File: config.mk
export PLATFORM = sky130hd
export DESIGN_NAME = posd_div_cell
export DESIGN_NICKNAME = d
export VERILOG_FILES = /design/src/sv/posd_pkg.sv /design/src/sv/posd_div_cell.sv
export SDC_FILE = /design/constraint.sdc
export NUM_CORES = 1
export LEC_CHECK = 0
export BUFFER_PORTS_ARGS = -buffer_cell sky130_fd_sc_hd__buf_4
export CAP_MARGIN = 20
export CORE_AREA = 4 4 223 225
export DETAILED_ROUTE_END_ITERATION = 12
export DIE_AREA = 0 0 227 229
export GPL_TIMING_DRIVEN = 0
export SYNTH_ARGS = -nofsm -noshare
export SYNTH_HDL_FRONTEND = slang
export SYNTH_SLANG_ARGS = --single-unit
File: constraint.sdc
create_clock -name clk -period 21 [get_ports clk]
set_clock_uncertainty 0.1 [all_clocks]
set_input_delay 2.1 -clock clk [delete_from_list [all_inputs] [get_ports clk]]
set_output_delay 2.1 -clock clk [all_outputs]
set_load 0.1 [all_outputs]
File: src/sv/posd_pkg.sv
// shared constants, types and helpers for the segment point block
`timescale 1ns / 1ps
package posd_pkg;
  localparam int CoordWidth = 16;
  localparam int DiffWidth  = CoordWidth + 1;
  localparam int MagWidth   = CoordWidth;
  localparam int SqWidth    = 2 * MagWidth + 1;
  localparam int RootWidth  = (SqWidth + 1) / 2;
  localparam int SqrtSteps  = RootWidth;
  localparam int ProdWidth  = DiffWidth + CoordWidth;
  localparam int QuotWidth  = ProdWidth;
  localparam int DivSteps   = QuotWidth;
  localparam int OutWidth   = 32;
  localparam int SumWidth   = QuotWidth + 1;

  typedef logic signed [CoordWidth-1:0] coord_t;
  typedef logic signed [OutWidth-1:0]   outw_t;

  // data carried by every cell of the pipeline
  typedef struct packed {
    logic                  vld;
    coord_t                sx;
    coord_t                sy;
    logic [SqWidth-1:0]    rem_sq;
    logic [RootWidth-1:0]  root;
    logic [ProdWidth-1:0]  num_x;
    logic [ProdWidth-1:0]  num_y;
    logic                  neg_x;
    logic                  neg_y;
    logic [ProdWidth:0]    rem_x;
    logic [ProdWidth:0]    rem_y;
    logic [QuotWidth-1:0]  quo_x;
    logic [QuotWidth-1:0]  quo_y;
  } posd_cell_t;

  function automatic outw_t sat_out(input logic signed [SumWidth-1:0] v);
    logic signed [SumWidth-1:0] hi;
    logic signed [SumWidth-1:0] lo;
    hi = SumWidth'(signed'({1'b0, {(OutWidth-1){1'b1}}}));
    lo = -hi - SumWidth'(1);
    if (v > hi) return outw_t'(hi);
    if (v < lo) return outw_t'(lo);
    return outw_t'(v);
  endfunction
endpackage

File: src/sv/posd_div_cell.sv
// one quotient bit of both restoring divisions per cell
`timescale 1ns / 1ps
module posd_div_cell import posd_pkg::*; (
  input  logic       clk,
  input  logic       rst_n,
  input  logic       en,
  input  posd_cell_t cell_in,
  output posd_cell_t cell_out
);
  posd_cell_t cell_r;
  posd_cell_t cell_nxt;
  logic [ProdWidth:0] sh_x;
  logic [ProdWidth:0] sh_y;
  logic [ProdWidth:0] dv;

  always_comb begin
    cell_nxt = cell_in;
    dv   = (ProdWidth+1)'(cell_in.root);
    sh_x = {cell_in.rem_x[ProdWidth-1:0], cell_in.num_x[ProdWidth-1]};
    sh_y = {cell_in.rem_y[ProdWidth-1:0], cell_in.num_y[ProdWidth-1]};
    cell_nxt.num_x = cell_in.num_x << 1;
    cell_nxt.num_y = cell_in.num_y << 1;
    if (sh_x >= dv) begin
      cell_nxt.rem_x = sh_x - dv;
      cell_nxt.quo_x = {cell_in.quo_x[QuotWidth-2:0], 1'b1};
    end else begin
      cell_nxt.rem_x = sh_x;
      cell_nxt.quo_x = {cell_in.quo_x[QuotWidth-2:0], 1'b0};
    end
    if (sh_y >= dv) begin
      cell_nxt.rem_y = sh_y - dv;
      cell_nxt.quo_y = {cell_in.quo_y[QuotWidth-2:0], 1'b1};
    end else begin
      cell_nxt.rem_y = sh_y;
      cell_nxt.quo_y = {cell_in.quo_y[QuotWidth-2:0], 1'b0};
    end
  end

  always_ff @(posedge clk) begin
    if (!rst_n) begin
      cell_r.vld <= 1'b0;
    end else if (en) begin
      cell_r <= cell_nxt;
    end
  end

  assign cell_out = cell_r;
endmodule

## Word level (Yosys, flattened, before mapping)

Cells that the tools add are included.

- Order comparisons: 2
- Reductions and logical operators: 1
- Add/sub/neg operators: 2
- Mux-type cells: 4

Operators with widths:

| operator | count |
|---|---|
| >= comparator 34 x 17 -> 1 bit | 2 |
| 2-to-1 mux 34 bit | 2 |
| subtractor 34 x 17 -> 34 bit | 2 |
| 2-to-1 mux 1 bit | 2 |
| AND reduction 2 bit | 1 |

- Logic and storage cells: 22
- Register bits: 283
- Input bits: 288
- Output and inout bits: 285

## Depth between registers and ports, before layout

- Word-level depth: 2
- Gate-level depth with buffers: 13
- Mapped depth without buffers: 12

## Least setup slack after synthesis

No wires, ideal clock.

- Path type: input port to flip-flop
- From: in en
- To: reg cell_r (netlist bit cell_out[0]), enable pin
- Stages: 1
- Slack: 11.757 ns
- Arrival time: 8.465 ns
- Required time: 20.222 ns
- Setup time: 0.678 ns
- Path buffers: 0
- Cells stage by stage: and2_1

- Cells in the longest elaborated chain, start to end: 1

RTL lines:

| element | RTL line | source |
|---|---|---|
| start: declaration | posd_div_cell.sv:6 | `input logic en,` |
| AND reduction 2 bit (no line) | -- |  |
| end signal: assignment | posd_div_cell.sv:43 | `cell_r <= cell_nxt;` |
| end: declaration | posd_div_cell.sv:10 | `posd_cell_t cell_r;` |

Every way passes these cells.
A chain may end at the register's enable or synchronous reset.

==> flow_results.org <==
** Outcome
- The flow ran to the end, and the final reports show no timing, DRC or antenna violations.

** Power
- For this design the static power due to leakage is 7.31 nW.
- Power consumption :: 0.00179 W
- Dividing total power by cell area gives a power density of 99.8 nW/um^2.
- IR analysis of the VDD net gives a maximum drop of 0.0000578 V.

** Detailed routing
- In the final routed layout, each cell accounts on average for 22.7 um.
- The first routing iteration left 480 violations.
- Number of iterations in the first detailed-routing pass :: 5
- Detailed-route DRC error count :: 0
- Vias after detailed routing :: 8988
- Total wire length after detailed routing :: 45700 um
- Once detail routing completed, the nets flagged for antenna violations numbered 0.
- Via count normalized by instance count :: 4.46

** Floorplan
- Die Y :: 229 um
- The floorplan has 80 rows.
- Area inside the core boundary :: 47500 um^2
- 573 I/O pins were placed.
- Die width :: 227 um
- The die covers 52000 um^2.
- Starting density of the core :: 0.244

** Layout
- Layout overhead on the synthesized area :: 54.3%
- The net count of the finished layout is 1695.
- Fill cell total of the finished layout :: 4545
- Share of layout cells above drive strength 1 :: 0.465
- Final cell area excluding filler cells :: 17900 um^2
- Most frequent standard cell in the layout excluding fill and tap cells :: sky130_fd_sc_hd__buf_4
- Number of flip-flops under the largest register name :: 283
- Most frequent cells in the layout :: sky130_fd_sc_hd__buf_4, sky130_fd_sc_hd__edfxtp_1, sky130_fd_sc_hd__nand2_1
- Number of non-filler instances in the completed layout :: 2014

** Synth
- Synth cell types :: 58
- The most used flip-flop cell after synthesis is sky130_fd_sc_hd__edfxtp_1.
- Yosys warning total :: 0
- The cell count after synthesis came out at 762.
- After synthesis, the cell types taking the most area are sky130_fd_sc_hd__edfxtp_1, sky130_fd_sc_hd__ha_1, sky130_fd_sc_hd__xor2_1.
- Mapped Avg Cell Area :: 15.2 um^2
- Number of enable flip-flop cells after synthesis :: 282
- Counting flops with an async set or reset pin after synthesis yields a share of 0.
- Top-area cell type share of the netlist area :: 0.730
- Of the synthesized area, sequential elements account for 0.732.
- sky130_fd_sc_hd__edfxtp_1 takes more of the synthesized area than any other cell.
- Mapped cell area :: 11600 um^2
- Count of state elements after synthesis :: 283

** CTS
- Gates resized during post-CTS repair numbered 0.
- Number of buffers added for setup after CTS :: 0
- TritonCTS built the clock tree.
- The number of hold buffers added after CTS was 0.
- CTS saw 283 sinks.
- Worst skew pair latency :: 530 ps
- Clock Path Buffers :: 3
- CTS clock-pin slew for the worst setup and hold paths :: 60 ps
- Root buf cell :: sky130_fd_sc_hd__clkbuf_16
- Number of clock buffers inserted by TritonCTS :: 36
- CTS H-tree depth :: 2

** Timing
- Max transition margin :: 0.344
- # setup viols final :: 0
- The final count of pins violating max slew was 0.
- Dividing the final minimum period by the clock period gives 0.246.
- Subtracting the final worst setup slack from the clock period gives 5170 ps.
- Setup repair after global routing left no endpoint under its margin.
- The final number of hold-violating endpoints is 0.
- For the pin with the worst max-slew slack, the measured transition is 975 ps.
- Accumulated negative setup slack :: 0 ps
- FMAX :: 193 MHz
- Worst-case hold slack :: 440 ps

** Global route
- Global routing finished with a remaining overflow of 0.
- Pin count of the biggest net entering global routing :: 75
- GR Util All Layers :: 0.165
- Vias in the first global route :: 9019
- First-pass GRT wire length :: 63400 um
- Number of antenna violations at the first check in global routing :: 4

** Critical path
- Cell type group with the largest total delay on the critical path :: compound AO/OA/AOI/OAI gates
- The critical path goes through buf_4 > inv_1 > ha_1 > inv_1 > fa_1 > a21o_1 > a21oi_1 > o21ai_0 > a211o_1 > nor2_2 > buf_2 > clkbuf_1 > o21ai_0.
- The largest single stage delay on the critical path is 460 ps.
- The worst setup path is captured at a flop.
- Along the worst path, the maximum fanout reaches 10.
- Across all register-to-register paths, the minimum setup slack is 20300 ps.
- At the worst endpoint, the arrival time is 5300 ps.
- The setup path with the least slack is of type input port to flop.
- The worst setup path is launched from an input port.
- Buf+Inv Stages, Crit Path :: 5
- Required time at the endpoint of the critical path :: 21130 ps
- The slowest stage of the critical path is the sky130_fd_sc_hd__clkbuf_1 cell.

** Hold path
- Class of the tightest hold or removal check :: flop to flop

** Run
- # Max-Cap Violations :: 0

** Placement
- Routability-driven placement finished with a final weighted congestion of 0.881.
- Total placed cells including tap cells :: 1948
- In this run the cell area measured after placement is 16700 um^2.
- Input and output buffers added on the ports amount to 566.
- Half-perimeter wire length of the detailed placement result :: 37000 um
[routing by layer]
metal / part of all wire / global-route usage / vias up
met3: 0.087 / 0.0524 / 75
met2: 0.49 / 0.285 / 427
met1: 0.38 / 0.193 / 4336
met4: 0.037 / 0.0594 / 4
met5: 0.00055 / 0 / -
li1: - / - / 4146
[tightest hold or removal path: cells and delay by family (launching register included)]
kind / cells / cell delay [ps]
muxes: 1 / 70
and+or+nand+nor: 1 / 100
DFF: 1 / 330
[logic make-up after synthesis]
group                    Yosys count  synth area share
XOR/XNOR                          56            0.0423
multiplexers                       4           0.00367
buffers and inverters             47            0.0193
AO/OA/AOI/OAI                    149            0.0813
adder cells (fa/ha/maj)           36            0.0401
other                              1          0.000323
flip-flops                       283             0.732
AND/OR/NAND/NOR                  186            0.0815
[Yosys cell counts, drive strengths merged, types with 2 or more instances]
| cell | count |
|---|---|
| a2111oi | 4 |
| a211o | 4 |
| a211oi | 9 |
| a21boi | 3 |
| a21o | 5 |
| a21oi | 32 |
| a221oi | 3 |
| a2bb2oi | 2 |
| a31oi | 4 |
| and2 | 2 |
| and3 | 3 |
| buf | 11 |
| clkbuf | 7 |
| edfxtp | 282 |
| fa | 2 |
| ha | 34 |
| inv | 29 |
| mux2 | 2 |
| mux2i | 2 |
| nand2 | 58 |
| nand2b | 11 |
| nand3 | 5 |
| nand3b | 2 |
| nand4 | 5 |
| nor2 | 35 |
| nor2b | 7 |
| nor3 | 15 |
| nor4 | 17 |
| o211a | 2 |
| o211ai | 2 |
| o21a | 9 |
| o21ai | 53 |
| o21bai | 3 |
| o22ai | 2 |
| o311ai | 2 |
| o31ai | 7 |
| or2 | 3 |
| or3 | 10 |
| or4 | 9 |
| xnor2 | 18 |
| xor2 | 38 |
[cell type report]
cell class,instances,area [um^2],share of cell area
Clock buffer,40,916,0.0511
Antenna cell,2,5.00,0.000279
Buffer,18,115,0.00643
Tap cell,615,769,0.0430
Inverter,29,109,0.00608
Clock inverter,24,248,0.0138
Timing Repair Buffer,570,4360,0.243
Multi-Input combinational cell,433,2900,0.162
Sequential cell,283,8490,0.474
[through the flow]
step	setup slack, ps	utilization
CTS	15910	0.377
global route	15640	0.377
floorplan	11760	-
finish	15830	0.377
global placement	8720	0.350
detailed placement	15350	0.352
[where the power goes]
part	leakage [nW]	total, W	switching [W]	internal [W]
registers	2.66	0.000683	0.0000118	0.000671
logic	4.08	0.000497	0.000384	0.000113
clock network	0.565	0.000608	0.000242	0.000366
total	7.31	0.00179	0.000638	0.00115
[path summary, 6_finish.rpt]
check	startpoint	end	depth (start not counted)
hold reg to reg	cell_out[284]$_SDFFE_PN0P_	cell_out[284]$_SDFFE_PN0P_	2
setup reg to reg	cell_out[284]$_SDFFE_PN0P_	cell_out[284]$_SDFFE_PN0P_	2
setup / recovery	cell_in[201]	cell_out[114]$_DFFE_PP_	13
hold / removal	cell_out[284]$_SDFFE_PN0P_	cell_out[284]$_SDFFE_PN0P_	2
Note: power is estimated with default switching activity, not from simulation.
