File: src/sv/posd_pkg.sv
// shared constants, types and helpers for the segment point block
`timescale 1ns / 1ps
package posd_pkg;
  localparam int CoordWidth = 16;
  localparam int DiffWidth  = CoordWidth + 1;
  localparam int MagWidth   = CoordWidth;
  localparam int SqWidth    = 2 * MagWidth + 1;
  localparam int RootWidth  = (SqWidth + 1) / 2;
  localparam int SqrtSteps  = RootWidth;
  localparam int ProdWidth  = DiffWidth + CoordWidth;
  localparam int QuotWidth  = ProdWidth;
  localparam int DivSteps   = QuotWidth;
  localparam int OutWidth   = 32;
  localparam int SumWidth   = QuotWidth + 1;

  typedef logic signed [CoordWidth-1:0] coord_t;
  typedef logic signed [OutWidth-1:0]   outw_t;

  // data carried by every cell of the pipeline
  typedef struct packed {
    logic                  vld;
    coord_t                sx;
    coord_t                sy;
    logic [SqWidth-1:0]    rem_sq;
    logic [RootWidth-1:0]  root;
    logic [ProdWidth-1:0]  num_x;
    logic [ProdWidth-1:0]  num_y;
    logic                  neg_x;
    logic                  neg_y;
    logic [ProdWidth:0]    rem_x;
    logic [ProdWidth:0]    rem_y;
    logic [QuotWidth-1:0]  quo_x;
    logic [QuotWidth-1:0]  quo_y;
  } posd_cell_t;

  function automatic outw_t sat_out(input logic signed [SumWidth-1:0] v);
    logic signed [SumWidth-1:0] hi;
    logic signed [SumWidth-1:0] lo;
    hi = SumWidth'(signed'({1'b0, {(OutWidth-1){1'b1}}}));
    lo = -hi - SumWidth'(1);
    if (v > hi) return outw_t'(hi);
    if (v < lo) return outw_t'(lo);
    return outw_t'(v);
  endfunction
endpackage

File: src/sv/posd_sqrt_cell.sv
// one digit of the restoring square root per cell
`timescale 1ns / 1ps
module posd_sqrt_cell import posd_pkg::*; (
  input  logic       clk,
  input  logic       rst_n,
  input  logic       en,
  input  logic [4:0] digit,
  input  posd_cell_t cell_in,
  output posd_cell_t cell_out
);
  posd_cell_t cell_r;
  posd_cell_t cell_nxt;
  logic [SqWidth-1:0] trial;
  logic [SqWidth-1:0] bitv;

  always_comb begin
    cell_nxt = cell_in;
    // root holds the digits found so far; trial is (2*root + 2^digit) * 2^digit
    bitv  = SqWidth'(1) << {digit, 1'b0};
    trial = (SqWidth'(cell_in.root) << (digit + 5'd1)) + bitv;
    if (cell_in.rem_sq >= trial) begin
      cell_nxt.rem_sq = cell_in.rem_sq - trial;
      cell_nxt.root   = cell_in.root | (RootWidth'(1) << digit);
    end
  end

  always_ff @(posedge clk) begin
    if (!rst_n) begin
      cell_r.vld <= 1'b0;
    end else if (en) begin
      cell_r <= cell_nxt;
    end
  end

  assign cell_out = cell_r;
endmodule

File: config.mk
export PLATFORM = sky130hd
export DESIGN_NAME = posd_sqrt_cell
export DESIGN_NICKNAME = d
export VERILOG_FILES = /design/src/sv/posd_pkg.sv /design/src/sv/posd_sqrt_cell.sv
export SDC_FILE = /design/constraint.sdc
export NUM_CORES = 1
export LEC_CHECK = 0
export BUFFER_PORTS_ARGS = -buffer_cell sky130_fd_sc_hd__buf_2
export CELL_PAD_IN_SITES_DETAIL_PLACEMENT = 1
export CELL_PAD_IN_SITES_GLOBAL_PLACEMENT = 1
export CORE_AREA = 10 10 215 217
export CTS_BUF_LIST = sky130_fd_sc_hd__clkbuf_4 sky130_fd_sc_hd__clkbuf_8
export DETAILED_ROUTE_END_ITERATION = 7
export DIE_AREA = 0 0 225 227
export PLACE_DENSITY_LB_ADDON = 0.1
export SLEW_MARGIN = 20
export SYNTH_ARGS = -nofsm -noshare
export SYNTH_HDL_FRONTEND = slang
export SYNTH_SLANG_ARGS = --single-unit
File: constraint.sdc
create_clock -name clk -period 8 [get_ports clk]
set_input_delay 0.4 -clock clk [delete_from_list [all_inputs] [get_ports clk]]
set_output_delay 0.4 -clock clk [all_outputs]
set_load 0.02 [all_outputs]
Word level (Yosys, flattened, before mapping)
Index checks and enable logic that the tools add are counted.
{"block": "word_totals", "regBits": 285, "inputBits": 293, "output_inout_bits": 285}
{"block": "classes", "addsub": 3, "magnitude_cmp": 1, "n_shift": 3, "n_mux": 1, "n_bitwise": 1, "reduce_logical": 1}
{"operator": "50-bit two-way mux", "count": 1}
{"operator": "33-bit adder", "count": 1}
{"operator": "33-bit greater-or-equal comparator", "count": 1}
{"operator": "1-bit by 6-bit left shift with 33-bit output, first input constant", "count": 1}
{"operator": "17-bit by 5-bit left shift with 33-bit output", "count": 1}
{"operator": "33-bit subtractor", "count": 1}
{"operator": "17-bit bitwise OR", "count": 1}
{"operator": "1-bit by 5-bit left shift with 17-bit output, first input constant", "count": 1}
{"operator": "5-bit by 1-bit adder with 5-bit output, second input constant", "count": 1}
{"operator": "2-bit AND reduction", "count": 1}

Longest topological paths before layout
Gate-level depths: netlist of the first run.
{"block": "depth", "word_depth": 5, "ltp_mapped": 34, "ltp_nobuf": 28}

Least setup slack after synthesis of the first run
Ideal clock, no wire load.
{"block": "synth_path", "kind": "input to register", "from": "input en", "to": "register cell_r (netlist bit cell_out[0]) (enable)", "setup_time_ns": 0.680, "t_arrival_ns": 6.810, "required_time_ns": 7.320, "slack_ns": 0.510, "path_stages": 1, "path_cell_list": "and2_1"}
{"block": "synth_via", "elab_chain_len": 1}
{"item": "from (decl)", "line_no": "posd_sqrt_cell.sv:6", "source": "input logic en,"}
{"item": "2-bit AND reduction (no line)"}
{"item": "to (signal assigned)", "line_no": "posd_sqrt_cell.sv:31", "source": "cell_r <= cell_nxt;"}
{"item": "to (decl)", "line_no": "posd_sqrt_cell.sv:11", "source": "posd_cell_t cell_r;"}
Every way passes these cells.
A chain may end at the register's enable or synchronous reset.

==> results.ini, run 1 <==
[clocking]
insertion_delay_ns = 0.60
cts_root_buffer = sky130_fd_sc_hd__clkbuf_8
max_buffers_root_to_sink = 3
cts_buffer_count = 51
numClockSinks = 285
clk_pin_slew_worst_paths_ns = 0.06
cts_tree = yes
cts_max_level = 2

[min_path]
type_of_the_worst_min_delay_path = input port to flip-flop
hold_path.startpoint = cell_in[284]
min_delay_path_depth = 3
min_delay_worst_endpoint = cell_out[284]

[timing]
rsz_0062_raised_after_global_routing = false
slew_viol_final = 0
setup_tns_ns = 0
setup_viol_count_final = 0
worst_slew_margin_rel = 0.3712
period_share = 0.9023
layout_min_cycle_time_ns = 7.218
endpoints_failing_hold = 0
max_clock_freq_ghz = 0.1385
post-route-worst-setup-slack_ns = 0.7818
skew_ns = 0
worst_max_slew_pin_slew_ns = 0.9432
fin_hold_ws_ns = 0.1041

[critical_path]
rr_worst_depth = 2
cpPeakStageDelay_ns = 0.47
end_kind = flip-flop
critPathMostFrequentCell = sky130_fd_sc_hd__nor2_1
critical_path_class = input port to flip-flop
arrival_ns = 7.56
critical_path.startpoint_type = input port
worst_ep_required_time_ns = 8.35
crit_family = compound AO/OA/AOI/OAI gates
cp_max_stage_cell = sky130_fd_sc_hd__a211oi_1
reg2reg_setup_slack_ns = 7.37
timing.critical_path.fanout_max = 40
worstReg2RegEnd = cell_out[284]
worst-path-buf-inv = 4
critical_path.reg2reg.startpoint = cell_out[284]

[power]
max-vdd-ir-drop_mv = 0.1298
power_mw = 4.265
power.density_cell_area_nw_per_um2 = 208.0
static-leakage-power_nw = 8.709

[floorplan]
die_w_um = 225
die_y_um = 227
start_util = 0.3265
floorplan.die_area_um2 = 51080
design.portCount = 578
core_region_area_um2 = 41760
core.rowCount = 75

[logic_synthesis]
synth-async-reset-ratio = 0
synthSimpleGateAreaFrac = 0.07783
synthesis.area_um2 = 13630
synth.avg_cell_area_um2 = 14.07
yosysSeqAreaShare = 0.6270
synthFlopType = sky130_fd_sc_hd__edfxtp_1
synth_xor_area_frac = 0.04121
edff_count_synth = 284
synthTopCellsByArea = sky130_fd_sc_hd__edfxtp_1, sky130_fd_sc_hd__ha_1, sky130_fd_sc_hd__mux2_2
synth_cell_type_count = 80
synth_top_family_by_area = compound AO/OA/AOI/OAI gates
synth-adder-area-share = 0.05286
synth-seq-cells = 285
synth.top_cell.area_share = 0.6256
synth_warn = 0
post_synth_inst_count = 969
leading_post_synthesis_cells_by_instance_count = sky130_fd_sc_hd__edfxtp_1, sky130_fd_sc_hd__nor2_1, sky130_fd_sc_hd__ha_1
fraction_of_the_mapped_netlist_area_in_compound_gates = 0.1092
synth.most_common_cell = sky130_fd_sc_hd__edfxtp_1
synth.mux.area_fraction = 0.07260
synth.largest_area_cell = sky130_fd_sc_hd__edfxtp_1
postSynthNetCount = 1319

[run_status]
outcome = finished clean

[place]
pre_cts_ws_ns = 0.2858
gp_congestion = 0.8904
number_of_cells_after_detailed_placement = 2072
io_buffers = 577
placedInstanceArea_um2 = 17200
dpl.hpwl_mm = 47.42

[cells_and_area]
layout.cells.non_filler = 2403
postLayoutCoreUtil = 0.4911
nets = 2171
post-route-cell-area_um2 = 20510
num-fill-cells = 4517
seq_area_um2 = 8548
area.growth.synth_to_final_pct = 50.41
multi_input_logic_area_um2 = 4832
final_layout_size_suffix_gt1_frac = 0.4050
largest_register_ff_count = 285

[route]
route.final.wire_length_mm = 63.27
drt-pass1-iter-count = 5
final_antenna_net_count = 0
via_count = 11850
route.detailed.vias_per_inst = 4.931
drt-initial-drc-count = 884
remaining_drc_errors = 0
drt-wirelength-per-cell_um = 26.33

[global_routing]
vias_in_the_first_global_route = 12700
grt_antenna_before_repair = 15
grt_pass1_wl_mm = 89.37
grt_max_degree = 73
globalRouteOverflowTotal = 0
grtUsageTotal = 0.2366

[job]
cap_violations = 0

what timing repair did:
item,in CTS,in global routing
endpoints found under the hold margin,235,0
hold buffers,235,0
buffers inserted,0,0
resized for setup,0,0
worst reg2reg max path: cells and delay by family, from the launching register on:
family | cells | cell delay, ns
multiplexers | 1 | 0.13
flip-flops | 1 | 0.32
AND/OR/NAND/NOR | 1 | 0.07
worst max path at each step:
stage          startpoint            end  slack [ns]  depth (start not counted)
3_3_place_gp     digit[0]  cell_out[229]        0.42                         31
5_1_grt          digit[0]  cell_out[230]        0.18                         30
3_5_place_dp     digit[0]  cell_out[251]        0.29                         31
6_report         digit[0]  cell_out[230]        0.78                         28
4_1_cts          digit[0]  cell_out[251]        0.91                         31
2_1_floorplan          en    cell_out[0]        0.51                          1
kinds of logic after synthesis:
family,Yosys count
AO/OA/AOI/OAI,215
buffers and inverters,59
adder cells (fa/ha/maj),57
AND/OR/NAND/NOR,212
multiplexers,79
flip-flops,285
XOR/XNOR,62
cell type report:
class                      count  area share
inverter                      28    0.005125
antenna                       12    0.001464
sequential                   285      0.4169
clock buffer                  67     0.04009
timing repair buffer         830      0.2627
multi-input combinational    625      0.2356
tap                          539     0.03289
clock inverter                17    0.005186
per-layer routing:
metal | part of all wire | up-vias | track usage
met5 | 0.00058 | - | 0
met4 | 0.037 | 6 | 0.1084
met3 | 0.065 | 115 | 0.06074
met2 | 0.52 | 401 | 0.4160
met1 | 0.38 | 5870 | 0.2656
li1 | - | 5456 | -
power by group:
part           internal [mW]  switching [mW]
Combinational          0.461           0.663
Clock                  0.696           0.627
Sequential              1.79          0.0325
placed cells by master, fill, tap and decap left out, types with 25 or more instances in the layout:
master                          instances
sky130_fd_sc_hd__a21o_1                45
sky130_fd_sc_hd__a21oi_1               50
sky130_fd_sc_hd__buf_2                577
sky130_fd_sc_hd__clkbuf_8              51
sky130_fd_sc_hd__dlygate4sd3_1        235
sky130_fd_sc_hd__edfxtp_1             284
sky130_fd_sc_hd__ha_1                  56
sky130_fd_sc_hd__inv_1                 27
sky130_fd_sc_hd__mux2_2                41
sky130_fd_sc_hd__mux2i_1               25
sky130_fd_sc_hd__nand2_1               55
sky130_fd_sc_hd__nor2_1                61
sky130_fd_sc_hd__o21ai_0               28
sky130_fd_sc_hd__xnor2_1               42
No activity file was read; power rests on OpenSTA's default activity.
==> run 2: changes to the inputs <==
Settings changed: GPL_TIMING_DRIVEN set to 0, REMOVE_ABC_BUFFERS set to 1.
==> results.ini, run 2 (same netlist as run 1, synthesis figures left out) <==
[run_status]
outcome = finished clean  ; unchanged

[critical_path]
reg2reg_setup_slack_ns = 7.35  ; was 7.37 ns
end_kind = flip-flop  ; unchanged
timing.critical_path.fanout_max = 33  ; was 40
critical_path.reg2reg.startpoint = cell_out[284]  ; unchanged
worstReg2RegEnd = cell_out[284]  ; unchanged
rr_worst_depth = 2  ; unchanged
critical_path_class = input port to flip-flop  ; unchanged
critical_path.startpoint_type = input port  ; unchanged
crit_start = digit[0]  ; unchanged
arrival_ns = 7.79  ; was 7.56 ns
end_of_the_critical_path = cell_out[249]  ; was cell_out[230]
worst_ep_required_time_ns = 8.33  ; was 8.35 ns

[timing]
setup_tns_ns = 0  ; unchanged
layout_min_cycle_time_ns = 7.458  ; was 7.218 ns
setup_viol_count_final = 0  ; unchanged
endpoints_failing_hold = 0  ; unchanged
period_share = 0.9322  ; was 0.9023
skew_ns = 0  ; unchanged
worst_slew_margin_rel = 0.4634  ; was 0.3712
fin_hold_ws_ns = 0.1045  ; was 0.1041 ns
slew_viol_final = 0  ; unchanged
max_clock_freq_ghz = 0.1341  ; was 0.1385 GHz
rsz_0062_raised_after_global_routing = false  ; unchanged
post-route-worst-setup-slack_ns = 0.5421  ; was 0.7818 ns
worst_max_slew_pin_slew_ns = 0.7846  ; was 0.9432 ns

[place]
pre_cts_ws_ns = -1.462  ; was 0.2858 ns
number_of_cells_after_detailed_placement = 2063  ; was 2,072
io_buffers = 577  ; unchanged
gp_congestion = 0.8474  ; was 0.8904
placedInstanceArea_um2 = 17270  ; was 17,200 um^2
dpl.hpwl_mm = 44.78  ; was 47.42 mm

[cells_and_area]
layout.cells.most_common_list = sky130_fd_sc_hd__buf_2, sky130_fd_sc_hd__edfxtp_1, sky130_fd_sc_hd__dlygate4sd3_1  ; unchanged
post-route-cell-area_um2 = 20640  ; was 20,510 um^2
area.growth.synth_to_final_pct = 51.41  ; was 50.41%
nets = 2162  ; was 2,171
multi_input_logic_area_um2 = 4902  ; was 4832 um^2
layout_commonest_cell = sky130_fd_sc_hd__buf_2  ; unchanged
seq_area_um2 = 8548  ; unchanged
layout.cells.non_filler = 2399  ; was 2,403
postLayoutCoreUtil = 0.4943  ; was 0.4911
largest_register_ff_count = 285  ; unchanged
num-fill-cells = 4476  ; was 4,517
final_layout_size_suffix_gt1_frac = 0.4070  ; was 0.4050

[global_routing]
vias_in_the_first_global_route = 12660  ; was 12,700
grt_max_degree = 58  ; was 73
grtUsageTotal = 0.2281  ; was 0.2366
globalRouteOverflowTotal = 0  ; unchanged
grt_antenna_before_repair = 12  ; was 15
grt_pass1_wl_mm = 86.92  ; was 89.37 mm

[power]
power_report.internal_total_mw = 2.919  ; was 2.944 mW
power.switching_fraction = 0.3097  ; was 0.3099
clkPwrFrac = 0.304  ; was 0.310
power_frac_comb = 0.266  ; was 0.263
static-leakage-power_nw = 8.741  ; was 8.709 nW
power.density_cell_area_nw_per_um2 = 204.8  ; was 208.0 nW/um^2
max-vdd-ir-drop_mv = 0.1354  ; was 0.1298 mV
switchingPower_mw = 1.309  ; was 1.322 mW
sequential_power_share = 0.430  ; was 0.426
power_mw = 4.228  ; was 4.265 mW

[route]
route.detailed.vias_per_inst = 4.890  ; was 4.931
remaining_drc_errors = 0  ; unchanged
drt-initial-drc-count = 651  ; was 884
drt-wirelength-per-cell_um = 25.41  ; was 26.33 um
final_antenna_net_count = 0  ; unchanged
via_count = 11730  ; was 11,850
route.final.wire_length_mm = 60.97  ; was 63.27 mm
drt-pass1-iter-count = 5  ; unchanged

[floorplan]
design.portCount = 578  ; unchanged
start_util = 0.3265  ; unchanged
core.rowCount = 75  ; unchanged
die_w_um = 225  ; unchanged
die_y_um = 227  ; unchanged
core_region_area_um2 = 41760  ; unchanged
floorplan.die_area_um2 = 51080  ; unchanged

[clocking]
numClockSinks = 285  ; unchanged
clk_pin_slew_worst_paths_ns = 0.06  ; about the same
cts_root_buffer = sky130_fd_sc_hd__clkbuf_8  ; unchanged
cts_buffer_count = 49  ; was 51
cts_tree = yes  ; unchanged
max_buffers_root_to_sink = 3  ; unchanged
insertion_delay_ns = 0.60  ; about the same
cts_max_level = 2  ; unchanged

[job]
cap_violations = 0  ; unchanged

[min_path]
type_of_the_worst_min_delay_path = input port to flip-flop  ; unchanged
min_delay_path_depth = 3  ; unchanged

## run 2: changes by cell type in the layout (fill, tap and decap cells not counted), sizes merged
cell / change
clkinv: +6
buf: -7
diode: -2
bufinv: -1
## run 2: how the worst min path moves through the flow
stage	endpoint	slack, ns	startpoint
floorplan	cell_out[0]	0.50	cell_in[0]
global placement	cell_out[284]	0.50	cell_out[284]
global route	cell_out[230]	0.09	cell_in[230]
CTS	cell_out[284]	0.02	cell_in[284]
detailed placement	cell_out[284]	0.53	cell_out[284]
finish	cell_out[284]	0.10	cell_in[284]
## run 2: timing repair
action	in CTS	in global routing
hold buffers	235	0
resized for setup	3	4
buffers inserted	1	1
pin swaps	1	1
endpoints found under the setup margin	50	50
hold endpoints to repair	235	0
## run 2: power groups by stage
stage	clock (mW)	sequential, mW	combinational (mW)
after CTS	1.31	1.81	1.13
after floorplan	0	2.01	0.473
after global routing	1.39	1.83	1.22
final	1.29	1.82	1.13
after global placement	0	1.86	0.987
after detailed placement	0	1.84	1.02
## run 2: layout make-up
type                       count  area share
antenna                       10    0.001212
clock buffer                  67     0.03922
clock inverter                22    0.005273
inverter                      28    0.005092
multi-input combinational    625      0.2375
sequential                   285      0.4141
tap                          539     0.03267
timing repair buffer         823      0.2649
## run 2: routing by layer
metal  part of all wire  up-vias  GRT usage
li1                   -     5462          -
met1               0.37     5781     0.2429
met5            0.00084        -          0
met3              0.062      102    0.05958
met4              0.035        8    0.09278
met2               0.54      378     0.4215
## run 2: worst max-delay path: stages
cell,delay (ns)
sky130_fd_sc_hd__buf_6,0.26
sky130_fd_sc_hd__inv_1,0.23
sky130_fd_sc_hd__ha_4,0.51
sky130_fd_sc_hd__mux2_2,0.40
sky130_fd_sc_hd__a22o_1,0.27
sky130_fd_sc_hd__mux2i_1,0.38
sky130_fd_sc_hd__nor2_1,0.11
sky130_fd_sc_hd__ha_1,0.36
sky130_fd_sc_hd__o211ai_1,0.18
sky130_fd_sc_hd__a211oi_2,0.38
sky130_fd_sc_hd__o2111a_1,0.35
sky130_fd_sc_hd__o211ai_1,0.15
sky130_fd_sc_hd__a21oi_1,0.17
sky130_fd_sc_hd__o21ai_0,0.11
sky130_fd_sc_hd__xnor2_1,0.19
sky130_fd_sc_hd__ha_1,0.41
sky130_fd_sc_hd__nand3_1,0.17
sky130_fd_sc_hd__nor2_1,0.24
sky130_fd_sc_hd__nand2_1,0.13
sky130_fd_sc_hd__or3_1,0.40
sky130_fd_sc_hd__a211o_1,0.34
sky130_fd_sc_hd__a31oi_1,0.41
sky130_fd_sc_hd__a31oi_1,0.24
sky130_fd_sc_hd__a21oi_4,0.25
sky130_fd_sc_hd__buf_16,0.19
sky130_fd_sc_hd__buf_16,0.17
sky130_fd_sc_hd__mux2_2,0.34
